`src/hdl/ismu_pkg.sv`:
```
`default_nettype none

package ismu_pkg;

   localparam int SIDE   = 16;
   localparam int CW     = $clog2(SIDE);
   localparam int CELLS  = SIDE * SIDE * SIDE;
   localparam int AW     = 3 * CW;

   localparam int IN_CW  = 4;
   localparam int THR_W  = 16;
   localparam int DE_W   = 6;
   localparam int E_W    = 15;
   localparam int M_W    = 14;
   localparam int CSR_IW = 2;
   localparam int STEP_W = 3;

   localparam logic [E_W-1:0] ENERGY_RST = E_W'(-3 * CELLS);
   localparam logic [M_W-1:0] MAG_RST    = M_W'(-CELLS);

   // read order: the site itself, then its six neighbours
   localparam logic [STEP_W-1:0] STEP_SITE = 3'd0;
   localparam logic [STEP_W-1:0] STEP_XP   = 3'd1;
   localparam logic [STEP_W-1:0] STEP_XM   = 3'd2;
   localparam logic [STEP_W-1:0] STEP_YP   = 3'd3;
   localparam logic [STEP_W-1:0] STEP_YM   = 3'd4;
   localparam logic [STEP_W-1:0] STEP_ZP   = 3'd5;
   localparam logic [STEP_W-1:0] STEP_ZM   = 3'd6;
   localparam logic [STEP_W-1:0] STEP_LAST = 3'd7;

   localparam logic [CSR_IW-1:0] CSR_THR4  = 2'd0;
   localparam logic [CSR_IW-1:0] CSR_THR8  = 2'd1;
   localparam logic [CSR_IW-1:0] CSR_THR12 = 2'd2;

   localparam logic OP_WRITE = 1'b0;
   localparam logic OP_TRIAL = 1'b1;

   typedef struct packed {
      logic start;
      logic site_vld;
      logic nb_vld;
      logic commit;
   } ctl_type;

endpackage

`default_nettype wire

```
`src/hdl/ismu_addr.sv`:
```
`default_nettype none

module ismu_addr (
   input  wire logic [ismu_pkg::CW-1:0]     x,
   input  wire logic [ismu_pkg::CW-1:0]     y,
   input  wire logic [ismu_pkg::CW-1:0]     z,
   input  wire logic [ismu_pkg::STEP_W-1:0] step,
   output logic      [ismu_pkg::AW-1:0]     addr
);

   import ismu_pkg::*;

   logic [CW-1:0] xs;
   logic [CW-1:0] ys;
   logic [CW-1:0] zs;

   // periodic wrap falls out of the CW-bit add
   always_comb begin
      xs = x;
      ys = y;
      zs = z;
      unique case (step)
         STEP_XP: xs = x + CW'(1);
         STEP_XM: xs = x - CW'(1);
         STEP_YP: ys = y + CW'(1);
         STEP_YM: ys = y - CW'(1);
         STEP_ZP: zs = z + CW'(1);
         STEP_ZM: zs = z - CW'(1);
         default: ;
      endcase
   end

   assign addr = {xs, ys, zs};

endmodule

`default_nettype wire

```
`config.mk`:
```
export PLATFORM = sky130hd
export DESIGN_NAME = ismu_addr
export DESIGN_NICKNAME = d
export VERILOG_FILES = /design/src/hdl/ismu_pkg.sv /design/src/hdl/ismu_addr.sv
export SDC_FILE = /design/constraint.sdc
export NUM_CORES = 1
export LEC_CHECK = 0
export BUFFER_PORTS_ARGS = -buffer_cell sky130_fd_sc_hd__buf_2
export CAP_MARGIN = 10
export CORE_AREA = 2 2 39 41
export DETAILED_ROUTE_END_ITERATION = 8
export DIE_AREA = 0 0 41 43
export GPL_TIMING_DRIVEN = 1
export PLACE_DENSITY = 0.77
export SLEW_MARGIN = 0
export SYNTH_ARGS = -nofsm -noshare
export SYNTH_HDL_FRONTEND = slang
export SYNTH_SLANG_ARGS = --single-unit
```
`constraint.sdc`:
```
create_clock -name vclk -period 2.1
set_clock_uncertainty 0.15 [all_clocks]
set_input_delay 0 -clock vclk [all_inputs]
set_output_delay 0 -clock vclk [all_outputs]
set_load 0.01 [all_outputs]
```
==> results of run 1 <==
cells by family (layout without fill, tap and decap cells):
family	count (synthesis)	count (layout)	share of synthesized area
xor gates and xnor gates	10	10	0.177
AOI/OAI and AO/OA	16	16	0.210
and+or+nand+nor	25	25	0.354
muxes	2	2	0.0456
buffers and inverters	9	36	0.0709
adders and majority gates	5	5	0.142
through the flow:
stage               hold slack [ns]  power [mW]  area, um2  utilization  setup slack [ns]
finish                        0.115       0.144        663        0.479             0.160
global route                  0.128       0.163        663        0.479            0.0496
CTS                           0.118       0.146        663        0.479             0.114
detailed placement            0.116       0.145        663        0.479             0.113
global placement              0.112       0.142        663        0.479             0.181
floorplan                   -0.0699      0.0868        494            -             0.290
per-layer routing:
layer  GRT usage  vias up  part of all wire
li1            -      308                 -
met1       0.200      268              0.44
met2       0.291       21              0.50
met3           0        0             0.059
met4           0        0                 0
met5           0        -                 0
power breakdown:
part | total [mW] | leakage (nW) | switching [mW] | internal [mW]
Clock | 0 | 0 | 0 | 0
Combinational | 0.144 | 0.335 | 0.0739 | 0.0701
Sequential | 0 | 0 | 0 | 0
Total | 0.144 | 0.335 | 0.0739 | 0.0701
final cells by class:
type,count,share of cell area
Timing Repair Buffer,31,0.249
Multi-Input combinational cell,58,0.692
Tap cell,16,0.0302
Inverter,5,0.0283
synthesized netlist by cell type (2+ instances only):
library cell,instances
o22ai_1,2
nand2b_1,2
ha_1,4
or3b_2,3
nand4_1,3
nor4b_1,2
inv_1,5
o21ai_0,4
a21o_1,2
nor2_1,2
nand3b_1,2
xor2_1,5
and3b_1,2
clkbuf_1,3
mux2_2,2
xnor2_1,5
a21oi_1,3
final timing paths:
kind | to | cells past startpoint | from | slack, ns
worst max-delay path | addr[7] | 8 | step[0] | 0.16
worst min-delay path | addr[11] | 3 | x[3] | 0.12
==> impl_metrics.tcl, run 1 <==
set metrics [dict create \
    avgRoutedWirePerCell_um 10.7 \
    grt_pass1_wl_um 2120 \
    nets 116 \
    track_usage 0.156 \
    synth_top_area_share 0.101 \
    antenna_found_initial 0 \
    nClkBuffers 0 \
    yosysSeqAreaShare 0 \
    cp-start-kind "primary input" \
    layout_common_cells "buf_2 (27), xor2_1 (5), xnor2_1 (5)" \
    area_growth_pct 34.2 \
    path_cells "buf_2, or3b_1, inv_2, ha_1, and3_1, or4_1, nand4_1, buf_2" \
    grt_overflow 0 \
    power.leakage_nw 0.335 \
    hold_violations 0 \
    cp_slowest_cell "or4_1" \
    die_y_um 43 \
    die_x_um 41 \
    crit_type "in2out" \
    slew_headroom 0.843 \
    seq_area_um2 0 \
    synth_area_per_cell_um2 7.38 \
    synth_warnings 0 \
    fmax_mhz 515 \
    drv_cap 0 \
    port_buffers 27 \
    grt_pass1_vias 527 \
    fin_setup_tns_ns 0 \
    placed_cells 110 \
    multiInputGateArea_um2 459 \
    synth_cell_types 33 \
    antenna_cells 0 \
    cp_top_family "simple AND/OR/NAND/NOR gates" \
    rsz0062_at_grt "no" \
    synth_cells 67 \
    drc 0 \
    setup_violations 0 \
    critPathBufInv 3 \
    synth_area_um2 494 \
    grt_max_degree 15 \
    viasPerCell 5.43 \
    coreArea_um2 1380 \
    finalMaxSlewViolations 0 \
    holdCritPathClass "in2out" \
    synth_top_area_cell "ha_1" \
    vias 597 \
    postCtsHoldBufs 0 \
    initialDrtViolationCount 3 \
    ios 27 \
    wirelength_um 1170 \
    period_minus_slack_ns 1.94 \
    vdd_drop_max_mv 0.109 \
    worst_pin_slew_ns 0.232 \
    nFillCells 143 \
    place_hpwl_um 998 \
    arrival_ns 1.79 \
    design.seq.count 0 \
    dr.pass1.iters 4 \
    final_common_cell "buf_2" \
    critPathMaxStageDelay_ns 0.46 \
    rows 14 \
    globalplace.congestion 0.657 \
    crit_path_end_kind "output pin" \
    drive_above_1_share 0.394 \
    ant_nets 0 \
    post-route-period-util 0.924 \
    final_cells 110 \
    powerDensity_nw_per_um2 217 \
    status "complete, no violations" \
    initial_core_util 0.357 \
    synth_nets 87 \
    post_cts_buffers 0 \
    crit_required_ns 1.95 \
    crit_top_cell "buf_2" \
    synth.area.top_cells "ha_1 (10%), xnor2_1 (8.9%), xor2_1 (8.9%), or3b_2 (5.3%), mux2_2 (4.6%)" \
    cts.repair.resized 0 \
    dieArea_um2 1760 \
    cp_max_fo 5 \
]
Note: power is estimated with default switching activity, not from simulation.
==> run 2, diff against run 1 <==
Settings changed: BUFFER_PORTS_ARGS -buffer_cell sky130_fd_sc_hd__buf_2 to -buffer_cell sky130_fd_sc_hd__buf_4.
==> run 2 against run 1 <==
Effect of this change: global-route usage rose by 0.30 points; sequential cell count unchanged; clock-buffer cell count did not move; via count shrank 2.0%; die area stayed put; worst hold slack better by 0.0056 ns; non-clock buffer count down 1; critical path depth is the same; cell area grew 11%; sequential share of layout area is the same; fmax fell by 2.1%; combinational power grew 16%; critical path type unchanged; critical endpoint unchanged; largest power group unchanged.
==> impl_metrics.tcl, run 2 (synthesis gave the netlist of run 1 again) <==
set metrics [dict create \
    critPathMaxStageDelay_ns 0.47 \
    hold_violations 0 \
    crit_type "in2out" \
    final_common_cell "buf_4" \
    vias 585 \
    cp_max_fo 12 \
    initial_core_util 0.357 \
    port_buffers 27 \
    slew_headroom 0.843 \
    rows 14 \
    powerDensity_nw_per_um2 227 \
    vdd_drop_max_mv 0.0963 \
    status "complete, no violations" \
    dr.pass1.iters 4 \
    nets 115 \
    period_minus_slack_ns 1.98 \
    finalMaxSlewViolations 0 \
    avgRoutedWirePerCell_um 11.0 \
    area_growth_pct 48.9 \
    postCtsHoldBufs 0 \
    multiInputGateArea_um2 472 \
    cp-start-kind "primary input" \
    antenna_found_initial 0 \
    ios 27 \
    grt_pass1_wl_um 2150 \
    final_area_um2 736 \
    antenna_cells 0 \
    nClkBuffers 0 \
    drive_above_1_share 0.387 \
    grt_max_degree 15 \
    globalplace.congestion 0.651 \
    hp-start "z[3]" \
    nFillCells 135 \
    place_hpwl_um 989 \
    track_usage 0.159 \
    worst_pin_slew_ns 0.232 \
    wirelength_um 1200 \
    worstHoldEndpoint "addr[3]" \
    cp_slowest_cell "or4_1" \
    initialDrtViolationCount 8 \
    post-route-period-util 0.943 \
    grt_overflow 0 \
    hold_depth 3 \
    seq_area_um2 0 \
    drv_cap 0 \
    die_y_um 43 \
    die_x_um 41 \
    dpl_cell_area_um2 723 \
    fin_setup_tns_ns 0 \
    dp_slack_ns 0.110 \
    setup_ws_ns 0.119 \
    path_cells "buf_4, or3b_1, inv_1, ha_1, and3_1, or4_1, nand4_1, buf_4" \
    coreArea_um2 1380 \
    grt_pass1_vias 532 \
    drc 0 \
    final_cells 109 \
    design.seq.count 0 \
    crit_path_end_kind "output pin" \
    ant_nets 0 \
    arrival_ns 1.83 \
    layout_common_cells "buf_4 (30), inv_1 (5), xor2_1 (5), xnor2_1 (5), o21ai_0 (4)" \
    viasPerCell 5.37 \
    placed_cells 109 \
    final_util 0.532 \
    crit_required_ns 1.95 \
    setup_violations 0 \
    fmax_mhz 505 \
    crit_top_cell "buf_4" \
    power.leakage_nw 0.355 \
    holdCritPathClass "in2out" \
    dieArea_um2 1760 \
]
## run 2: cell types whose count changed in the layout (fill, tap and decap cells not counted), sizes merged
| cell | delta |
|---|---|
| buf | -1 |
## run 2: worst max-delay path: cells and delay by family
family                   cells  cell delay, ns
adder cells (fa/ha/maj)      1            0.28
AND/OR/NAND/NOR              4            1.12
buffers and inverters        3            0.43
## run 2: worst max path at each step
stage / startpoint / endpoint / slack, ns / depth (start not counted)
after floorplan: step[0] / addr[7] / 0.29 / 7
after global placement: step[2] / addr[7] / 0.17 / 8
after detailed placement: step[2] / addr[7] / 0.11 / 8
after CTS: step[2] / addr[7] / 0.11 / 8
after global routing: step[2] / addr[7] / -0.01 / 8
final: step[2] / addr[7] / 0.12 / 8
## run 2: metal layers
layer  GRT usage  vias to the layer above  share of wire
met2       0.275                       21           0.50
met3     0.00524                        0          0.081
li1            -                      302              -
met5           0                        -              0
met1       0.222                      262           0.41
met4           0                        0              0
## run 2: layout make-up
class              instances  share of cell area
multi-input cells         58               0.641
inverters                  5              0.0255
well taps                 16              0.0272
repair buffers            30               0.306
## run 2: stage by stage
stage	total power, mW	hold slack [ns]
detailed placement	0.165	0.121
CTS	0.166	0.123
floorplan	0.0868	-0.0699
finish	0.167	0.121
global placement	0.163	0.116
global route	0.187	0.137
## run 2: power breakdown
group / internal (mW) / switching, mW / total [mW] / leakage [nW]
Clock: 0 / 0 / 0 / 0
Sequential: 0 / 0 / 0 / 0
Combinational: 0.0916 / 0.0755 / 0.167 / 0.355
## run 2: what timing repair did
item | 4_1_cts | 5_1_grt
resized for setup | 0 | 1
setup endpoints to repair | 0 | 1
setup buffers | 0 | 0
