$ cat src/hdl/ismu_pkg.sv
`default_nettype none

package ismu_pkg;

   localparam int SIDE   = 16;
   localparam int CW     = $clog2(SIDE);
   localparam int CELLS  = SIDE * SIDE * SIDE;
   localparam int AW     = 3 * CW;

   localparam int IN_CW  = 4;
   localparam int THR_W  = 16;
   localparam int DE_W   = 6;
   localparam int E_W    = 15;
   localparam int M_W    = 14;
   localparam int CSR_IW = 2;
   localparam int STEP_W = 3;

   localparam logic [E_W-1:0] ENERGY_RST = E_W'(-3 * CELLS);
   localparam logic [M_W-1:0] MAG_RST    = M_W'(-CELLS);

   // read order: the site itself, then its six neighbours
   localparam logic [STEP_W-1:0] STEP_SITE = 3'd0;
   localparam logic [STEP_W-1:0] STEP_XP   = 3'd1;
   localparam logic [STEP_W-1:0] STEP_XM   = 3'd2;
   localparam logic [STEP_W-1:0] STEP_YP   = 3'd3;
   localparam logic [STEP_W-1:0] STEP_YM   = 3'd4;
   localparam logic [STEP_W-1:0] STEP_ZP   = 3'd5;
   localparam logic [STEP_W-1:0] STEP_ZM   = 3'd6;
   localparam logic [STEP_W-1:0] STEP_LAST = 3'd7;

   localparam logic [CSR_IW-1:0] CSR_THR4  = 2'd0;
   localparam logic [CSR_IW-1:0] CSR_THR8  = 2'd1;
   localparam logic [CSR_IW-1:0] CSR_THR12 = 2'd2;

   localparam logic OP_WRITE = 1'b0;
   localparam logic OP_TRIAL = 1'b1;

   typedef struct packed {
      logic start;
      logic site_vld;
      logic nb_vld;
      logic commit;
   } ctl_type;

endpackage

`default_nettype wire

$ cat src/hdl/ismu_eval.sv
`default_nettype none

module ismu_eval (
   input  wire logic                           clock,
   input  wire logic                           reset,
   input  wire ismu_pkg::ctl_type              ctl,
   input  wire logic                           rd_bit,
   input  wire logic                           op,
   input  wire logic                           spin_value,
   input  wire logic [ismu_pkg::THR_W-1:0]     rand_fraction,
   input  wire logic [ismu_pkg::THR_W-1:0]     thr4,
   input  wire logic [ismu_pkg::THR_W-1:0]     thr8,
   input  wire logic [ismu_pkg::THR_W-1:0]     thr12,
   output logic                                change,
   output logic                                site_spin,
   output logic                                flipped,
   output logic                                spin_after,
   output logic signed [ismu_pkg::DE_W-1:0]    energy_change,
   output logic signed [ismu_pkg::E_W-1:0]     energy_total,
   output logic signed [ismu_pkg::M_W-1:0]     magnetization_total
);

   import ismu_pkg::*;

   // aligned neighbour count m gives dH = 4m - 12
   logic [2:0]        m_ff;
   logic [2:0]        m_in;
   logic              site_ff;
   logic              site_in;
   logic [E_W-1:0]    energy_ff;
   logic [E_W-1:0]    energy_in;
   logic [M_W-1:0]    mag_ff;
   logic [M_W-1:0]    mag_in;
   logic              flip_ff;
   logic              spin_ff;
   logic [DE_W-1:0]   de_ff;
   logic [E_W-1:0]    etot_ff;
   logic [M_W-1:0]    mtot_ff;
   logic [DE_W-1:0]   dh;
   logic [DE_W-1:0]   de;
   logic              trial_ok;

   always_comb begin
      m_in = m_ff;
      if (ctl.start) begin
         m_in = '0;
      end else if (ctl.nb_vld) begin
         m_in = m_ff + {2'b00, rd_bit == site_ff};
      end
   end

   assign site_in = ctl.site_vld ? rd_bit : site_ff;

   assign dh = DE_W'({1'b0, m_ff, 2'b00}) - DE_W'(12);

   always_comb begin
      case (m_ff)
         3'd4:    trial_ok = rand_fraction < thr4;
         3'd5:    trial_ok = rand_fraction < thr8;
         3'd6:    trial_ok = rand_fraction < thr12;
         default: trial_ok = 1'b1;
      endcase
   end

   assign change = (op == OP_TRIAL) ? trial_ok : (spin_value != site_ff);
   assign de     = change ? dh : '0;

   always_comb begin
      energy_in = energy_ff;
      mag_in    = mag_ff;
      if (ctl.commit && change) begin
         energy_in = energy_ff + {{(E_W - DE_W){dh[DE_W-1]}}, dh};
         mag_in    = site_ff ? mag_ff - M_W'(2) : mag_ff + M_W'(2);
      end
   end

   always_ff @(posedge clock) begin
      if (reset) begin
         m_ff      <= '0;
         site_ff   <= 1'b0;
         energy_ff <= ENERGY_RST;
         mag_ff    <= MAG_RST;
      end else begin
         m_ff      <= m_in;
         site_ff   <= site_in;
         energy_ff <= energy_in;
         mag_ff    <= mag_in;
      end
   end

   always_ff @(posedge clock) begin
      if (ctl.commit) begin
         flip_ff <= (op == OP_TRIAL) && change;
         spin_ff <= site_ff ^ change;
         de_ff   <= de;
         etot_ff <= energy_in;
         mtot_ff <= mag_in;
      end
   end

   assign site_spin           = site_ff;
   assign flipped             = flip_ff;
   assign spin_after          = spin_ff;
   assign energy_change       = $signed(de_ff);
   assign energy_total        = $signed(etot_ff);
   assign magnetization_total = $signed(mtot_ff);

endmodule

`default_nettype wire

$ cat config.mk
export PLATFORM = sky130hd
export DESIGN_NAME = ismu_eval
export DESIGN_NICKNAME = d
export VERILOG_FILES = /design/src/hdl/ismu_pkg.sv /design/src/hdl/ismu_eval.sv
export SDC_FILE = /design/constraint.sdc
export NUM_CORES = 1
export LEC_CHECK = 0
export ABC_AREA = 0
export BUFFER_PORTS_ARGS = -buffer_cell sky130_fd_sc_hd__buf_4
export CAP_MARGIN = 10
export CORE_MARGIN = 10
export CORE_UTILIZATION = 61
export CTS_BUF_LIST = sky130_fd_sc_hd__clkbuf_8
export DETAILED_ROUTE_END_ITERATION = 16
export GPL_TIMING_DRIVEN = 0
export PLACE_DENSITY = 0.88
export SLEW_MARGIN = 15
export SYNTH_ARGS = -nofsm -noshare
export SYNTH_HDL_FRONTEND = slang
export SYNTH_SLANG_ARGS = --single-unit
$ cat constraint.sdc
create_clock -name clock -period 9.7 [get_ports clock]
set_clock_uncertainty 0.2 [all_clocks]
set_input_delay 1.94 -clock clock [delete_from_list [all_inputs] [get_ports clock]]
set_output_delay 1.94 -clock clock [all_outputs]
set_load 0.02 [all_outputs]
==> impl_metrics.json, run 1 <==
{
  "status": "finished, final reports clean",
  "viasPerCell": 5.658,
  "crit_top_cell": "buf_4",
  "row_count": 31,
  "routed_wl_microns": 12180,
  "start_util_pct": 63.46,
  "clockBufferDepth": 2,
  "fillers": 502,
  "die_x_microns": 107.6,
  "fmax_mhz": 152.3,
  "final_area_sq_mm": 0.005824,
  "post-route-period-util_pct": 67.68,
  "cpPeakStageDelay_ps": 330,
  "routedWlPerCell_microns": 16.29,
  "port_buffers": 106,
  "hpwl_microns": 9572,
  "cp.depth": 11,
  "cts.htree.levels": 3,
  "setup_viol": 0,
  "worst_pin_slew_ps": 1011,
  "grt_antenna_before_repair": 0,
  "cts_made_buffers": 9,
  "r2r_start": "site_spin",
  "timing.rr.end": "magnetization_total[13]",
  "die_y_microns": 107.6,
  "cp_max_fo": 6,
  "crit_chain": "buf_4 > ha_1 > and2_1 > a221oi_1 > o21ai_1 > a221o_1 > a41oi_2 > a21bo_2 > o21ai_0 > inv_1 > buf_4",
  "synth.area.top_cells": "edfxtp_1 21%, ha_1 20%, dfxtp_1 13%",
  "hold_viol_final": 0,
  "hold_class": "reg -> reg",
  "ctsResizeCount": 0,
  "drtPass1Iterations": 5,
  "crit_buf_inv": 3,
  "fin_crit_ps": 6565,
  "async_flop_share_pct": 0,
  "crit_start": "rand_fraction[7]",
  "dp_slack_ps": 3171,
  "yosysTopAreaCellShare_pct": 20.55,
  "n_antenna_cell": 0,
  "synth_top_area_cell": "edfxtp_1",
  "fin_setup_tns_ps": 0,
  "fin_util_pct": 79.03,
  "finalNetCount": 793,
  "peakVddDrop_uv": 112.9,
  "grt_max_degree": 35,
  "grt_pass1_wl_microns": 19660,
  "ys_seq_area_share_pct": 33.39,
  "slew_viol_final": 0,
  "layout-drive-gt1-share_pct": 21.73,
  "drc": 0,
  "synth_area_sq_mm": 0.004677,
  "overflow": 0,
  "cp.required_ps": 7560,
  "via_count": 4232,
  "dr.first_iter.drc_count": 222,
  "endpoint": "change",
  "setup_slack_ps": 3135,
  "cp_top_family": "compound AO/OA/AOI/OAI gates",
  "die_area_sq_mm": 0.01157,
  "grt_use_total_pct": 20.58,
  "final_antenna_net_count": 0,
  "clock_sinks": 62,
  "clkLatencyLatePin_ps": 350,
  "critPathCaptureType": "output pin",
  "synth.most_common_cell": "ha_1",
  "synth_edf_count": 32,
  "r2r_cells": 11,
  "slew_headroom_pct": 32.60,
  "ys_seq_elements": 62,
  "path_clk_slew_ps": 70,
  "pin_count": 112,
  "cp.arrival_ps": 4430,
  "critPathLaunchType": "primary input",
  "synth.distinct_cells": 58,
  "ys_top_cells_by_count": "74 x ha_1, 57 x inv_1, 47 x a21oi_1",
  "place_area_sq_mm": 0.005612,
  "worst-setup-path-type": "in -> out",
  "grt_pass1_vias": 4262,
  "hold_buffers": 0,
  "layout-area-overhead-vs-synth_pct": 24.53,
  "place_congestion": 0.8626,
  "rsz0062_at_grt": "no",
  "drv_cap": 0,
  "slowest_stage": "a221o_1",
  "tritoncts": "yes",
  "cts_setup_buffers": 0,
  "power_density_mw_per_mm2": 145.1,
  "r2r_setup_slack_ps": 5950,
  "cts_root_buffer": "clkbuf_8",
  "syn_inst": 523,
  "synth_ff_type": "edfxtp_1",
  "yosysWarnings": 0,
  "core_area_sq_mm": 0.007370,
  "syn_avg_cell_area_sq_um": 8.943,
  "p_leak_nw": 2.865,
  "whs_ps": 318.2
}
per-layer routing:
metal	routed length [microns]	track usage, %	vias up
met4	221	7.824	0
met2	5941	36.64	157
met5	0	0	-
met1	5059	22.51	1941
met3	958	5.928	23
li1	-	-	2111
layout by cell type (no fill, tap or decap), types with 4 or more instances in the layout:
master / Yosys / final
a21o_1: 10 / 10
a21oi_1: 47 / 47
a31oi_1: 4 / 4
and2_1: 4 / 4
buf_4: 5 / 111
clkbuf_1: 7 / 7
clkbuf_8: 0 / 9
conb_1: 1 / 5
dfxtp_1: 30 / 30
edfxtp_1: 32 / 32
ha_1: 74 / 74
inv_1: 57 / 57
mux2i_1: 5 / 5
nand2_1: 38 / 38
nand3_1: 24 / 24
nand4_1: 5 / 5
nor2_1: 27 / 27
nor2b_1: 6 / 6
nor3_1: 19 / 19
o21a_1: 8 / 8
o21ai_0: 38 / 38
xnor2_1: 15 / 15
xor2_1: 7 / 7
power breakdown:
group          internal, mW  switching [mW]
clock network         0.143           0.105
registers             0.310          0.0129
logic                 0.126           0.150
total                 0.578           0.268
worst min-delay path: cells and delay by family (launching register included):
family,cells,cell delay (ps)
compound gates,2,160
flops,1,310
sequential cells by signal, summed over array words and instances, names as in the netlist:
| name | count |
|---|---|
| mag_ff | 13 |
| magnetization_total | 13 |
| m_ff | 3 |
| energy_change | 4 |
| site_spin | 1 |
| energy_total | 13 |
| energy_ff | 13 |
| flipped | 1 |
| spin_after | 1 |
how the worst min path moves through the flow:
stage,from,to,cells after the start
after floorplan,mag_ff[4],mag_ff[4],2
after global placement,energy_ff[6],energy_ff[6],2
after detailed placement,energy_ff[10],energy_ff[10],2
after CTS,mag_ff[5],mag_ff[5],2
after global routing,energy_ff[6],energy_ff[6],2
final,mag_ff[5],mag_ff[5],2
area by class of cell:
class | count | area (sq um) | area share (%)
sequential | 62 | 1562 | 26.81
buffer | 17 | 87.58 | 1.504
clock buffer | 9 | 123.9 | 2.127
inverter | 57 | 214.0 | 3.673
multi-input combinational | 391 | 2829 | 48.57
timing repair buffer | 106 | 795.8 | 13.66
clock inverter | 7 | 88.84 | 1.525
tap | 99 | 123.9 | 2.127
cell families (layout without fill, tap and decap cells):
| family | after synthesis | in the layout | share of synthesized area [%] |
|---|---|---|---|
| multiplexers | 5 | 5 | 1.070 |
| AND/OR/NAND/NOR | 146 | 146 | 15.41 |
| flip-flops | 62 | 62 | 33.39 |
| adder cells (fa/ha/maj) | 76 | 76 | 20.65 |
| buffers and inverters | 74 | 196 | 6.447 |
| AO/OA/AOI/OAI | 137 | 137 | 18.83 |
| XOR/XNOR | 22 | 22 | 4.120 |
| other | 1 | 5 | 0.08018 |
per-stage QoR:
step / instances / power, mW
6_report: 748 / 0.8454
5_1_grt: 748 / 0.8897
4_1_cts: 748 / 0.8447
3_5_place_dp: 732 / 0.6005
3_3_place_gp: 732 / 0.5888
2_1_floorplan: 527 / 0.5086
No activity file was read; power rests on OpenSTA's default activity.
==> run 2, diff against run 1 <==
CORE_UTILIZATION = 56   (was 61)
PLACE_DENSITY = 0.82   (was 0.88)
clock period = 6.57 ns   (was 9.7 ns; I/O delays follow)
==> impl_metrics.json, run 2 (synthesis gave the netlist of run 1 again) <==
{
  "status": "finished, final reports clean",
  "start_util_pct": 57.21,
  "slew_headroom_pct": 25.42,
  "final_cell_mix": "111 x buf_4, 74 x ha_1, 57 x inv_1, 47 x a21oi_1",
  "n_antenna_cell": 0,
  "worst_pin_slew_ps": 1119,
  "finalNetCount": 793,
  "pin_count": 112,
  "cts.htree.levels": 3,
  "cp_top_family": "compound AO/OA/AOI/OAI gates",
  "worst-setup-path-type": "in -> out",
  "crit_buf_inv": 3,
  "layout-area-overhead-vs-synth_pct": 24.69,
  "power_density_mw_per_mm2": 214.2,
  "peakVddDrop_uv": 167.0,
  "place_congestion": 0.8954,
  "fin_crit_ps": 5409,
  "power.total_mw": 1.249,
  "cts_setup_buffers": 0,
  "final_common_cell": "buf_4",
  "slew_viol_final": 0,
  "fin_setup_tns_ps": 0,
  "layout-drive-gt1-share_pct": 21.73,
  "tritoncts": "yes",
  "routed_wl_microns": 12290,
  "drc": 0,
  "fillers": 640,
  "final_antenna_net_count": 0,
  "cp.arrival_ps": 3890,
  "drtPass1Iterations": 4,
  "critPathLaunchType": "primary input",
  "post-route-period-util_pct": 82.33,
  "clkLatencyLatePin_ps": 360,
  "cpPeakStageDelay_ps": 420,
  "hold_viol_final": 0,
  "path_clk_slew_ps": 70,
  "hold_class": "reg -> reg",
  "port_buffers": 106,
  "die_x_microns": 111.4,
  "drv_cap": 0,
  "via_count": 4155,
  "hpwl_microns": 9568,
  "cts_root_buffer": "clkbuf_8",
  "grt_antenna_before_repair": 0,
  "clockBufferDepth": 2,
  "clock_sinks": 62,
  "hold_buffers": 0,
  "grt_use_total_pct": 19.51,
  "viasPerCell": 5.511,
  "cts_made_buffers": 9,
  "overflow": 0,
  "grt_max_degree": 35,
  "grt_pass1_wl_microns": 20220,
  "crit_chain": "buf_4 > ha_1 > a21oi_1 > o21ai_0 > a211oi_1 > o31ai_1 > nor4b_1 > a21bo_2 > o21ai_0 > inv_1 > buf_4",
  "grt_pass1_vias": 4171,
  "dr.first_iter.drc_count": 278,
  "setup_slack_ps": 1161,
  "whs_ps": 323.6,
  "fmax_mhz": 184.9,
  "core_area_sq_mm": 0.008175,
  "row_count": 33,
  "die_y_microns": 111.4,
  "ctsResizeCount": 0,
  "setup_viol": 0,
  "fin_cells": 754,
  "routedWlPerCell_microns": 16.30,
  "rsz0062_at_grt": "no",
  "critPathCaptureType": "output pin",
  "dp.cells": 738,
  "cp_max_fo": 6,
  "cp.required_ps": 5060,
  "slowest_stage": "o31ai_1",
  "die_area_sq_mm": 0.01241,
  "dp_slack_ps": 1265,
  "p_leak_nw": 2.865
}
[run 2: report_power, final]
part	total, mW	internal (mW)	switching [mW]
sequential	0.476	0.457	0.0191
clock	0.365	0.211	0.154
combinational	0.408	0.185	0.223
[run 2: final timing paths]
path | startpoint | to | slack [ps] | depth (start not counted)
max | rand_fraction[9] | change | 1160 | 11
min | energy_ff[2] | energy_ff[2] | 320 | 2
max reg2reg | site_spin | magnetization_total[13] | 2940 | 11
min reg2reg | energy_ff[2] | energy_ff[2] | 320 | 2
[run 2: final cells by class]
type / instances / area, sq um / area share, %
Buffer: 17 / 87.58 / 1.502
Clock buffer: 9 / 123.9 / 2.124
Clock inverter: 7 / 88.84 / 1.523
Inverter: 57 / 214.0 / 3.669
Multi-Input combinational cell: 391 / 2829 / 48.51
Sequential cell: 62 / 1562 / 26.78
Tap cell: 105 / 131.4 / 2.253
Timing Repair Buffer: 106 / 795.8 / 13.65
[run 2: stage by stage]
stage	utilization, %	instance area (sq um)
floorplan	-	4692
global placement	68.73	5619
detailed placement	68.73	5619
CTS	71.33	5832
global route	71.33	5832
finish	71.33	5832
[run 2: per-layer routing]
metal	track usage, %	vias to the layer above	share of wire, %
met4	6.598	0	1.5
met3	3.918	22	5.3
met2	33.18	129	49
met1	24.09	1892	45
met5	0	-	0
li1	-	2112	-
[run 2: tightest hold or removal path, cell delays in order (launching register included)]
cell     delay (ps)
dfxtp_1         310
o21ai_0          90
a21oi_1          70
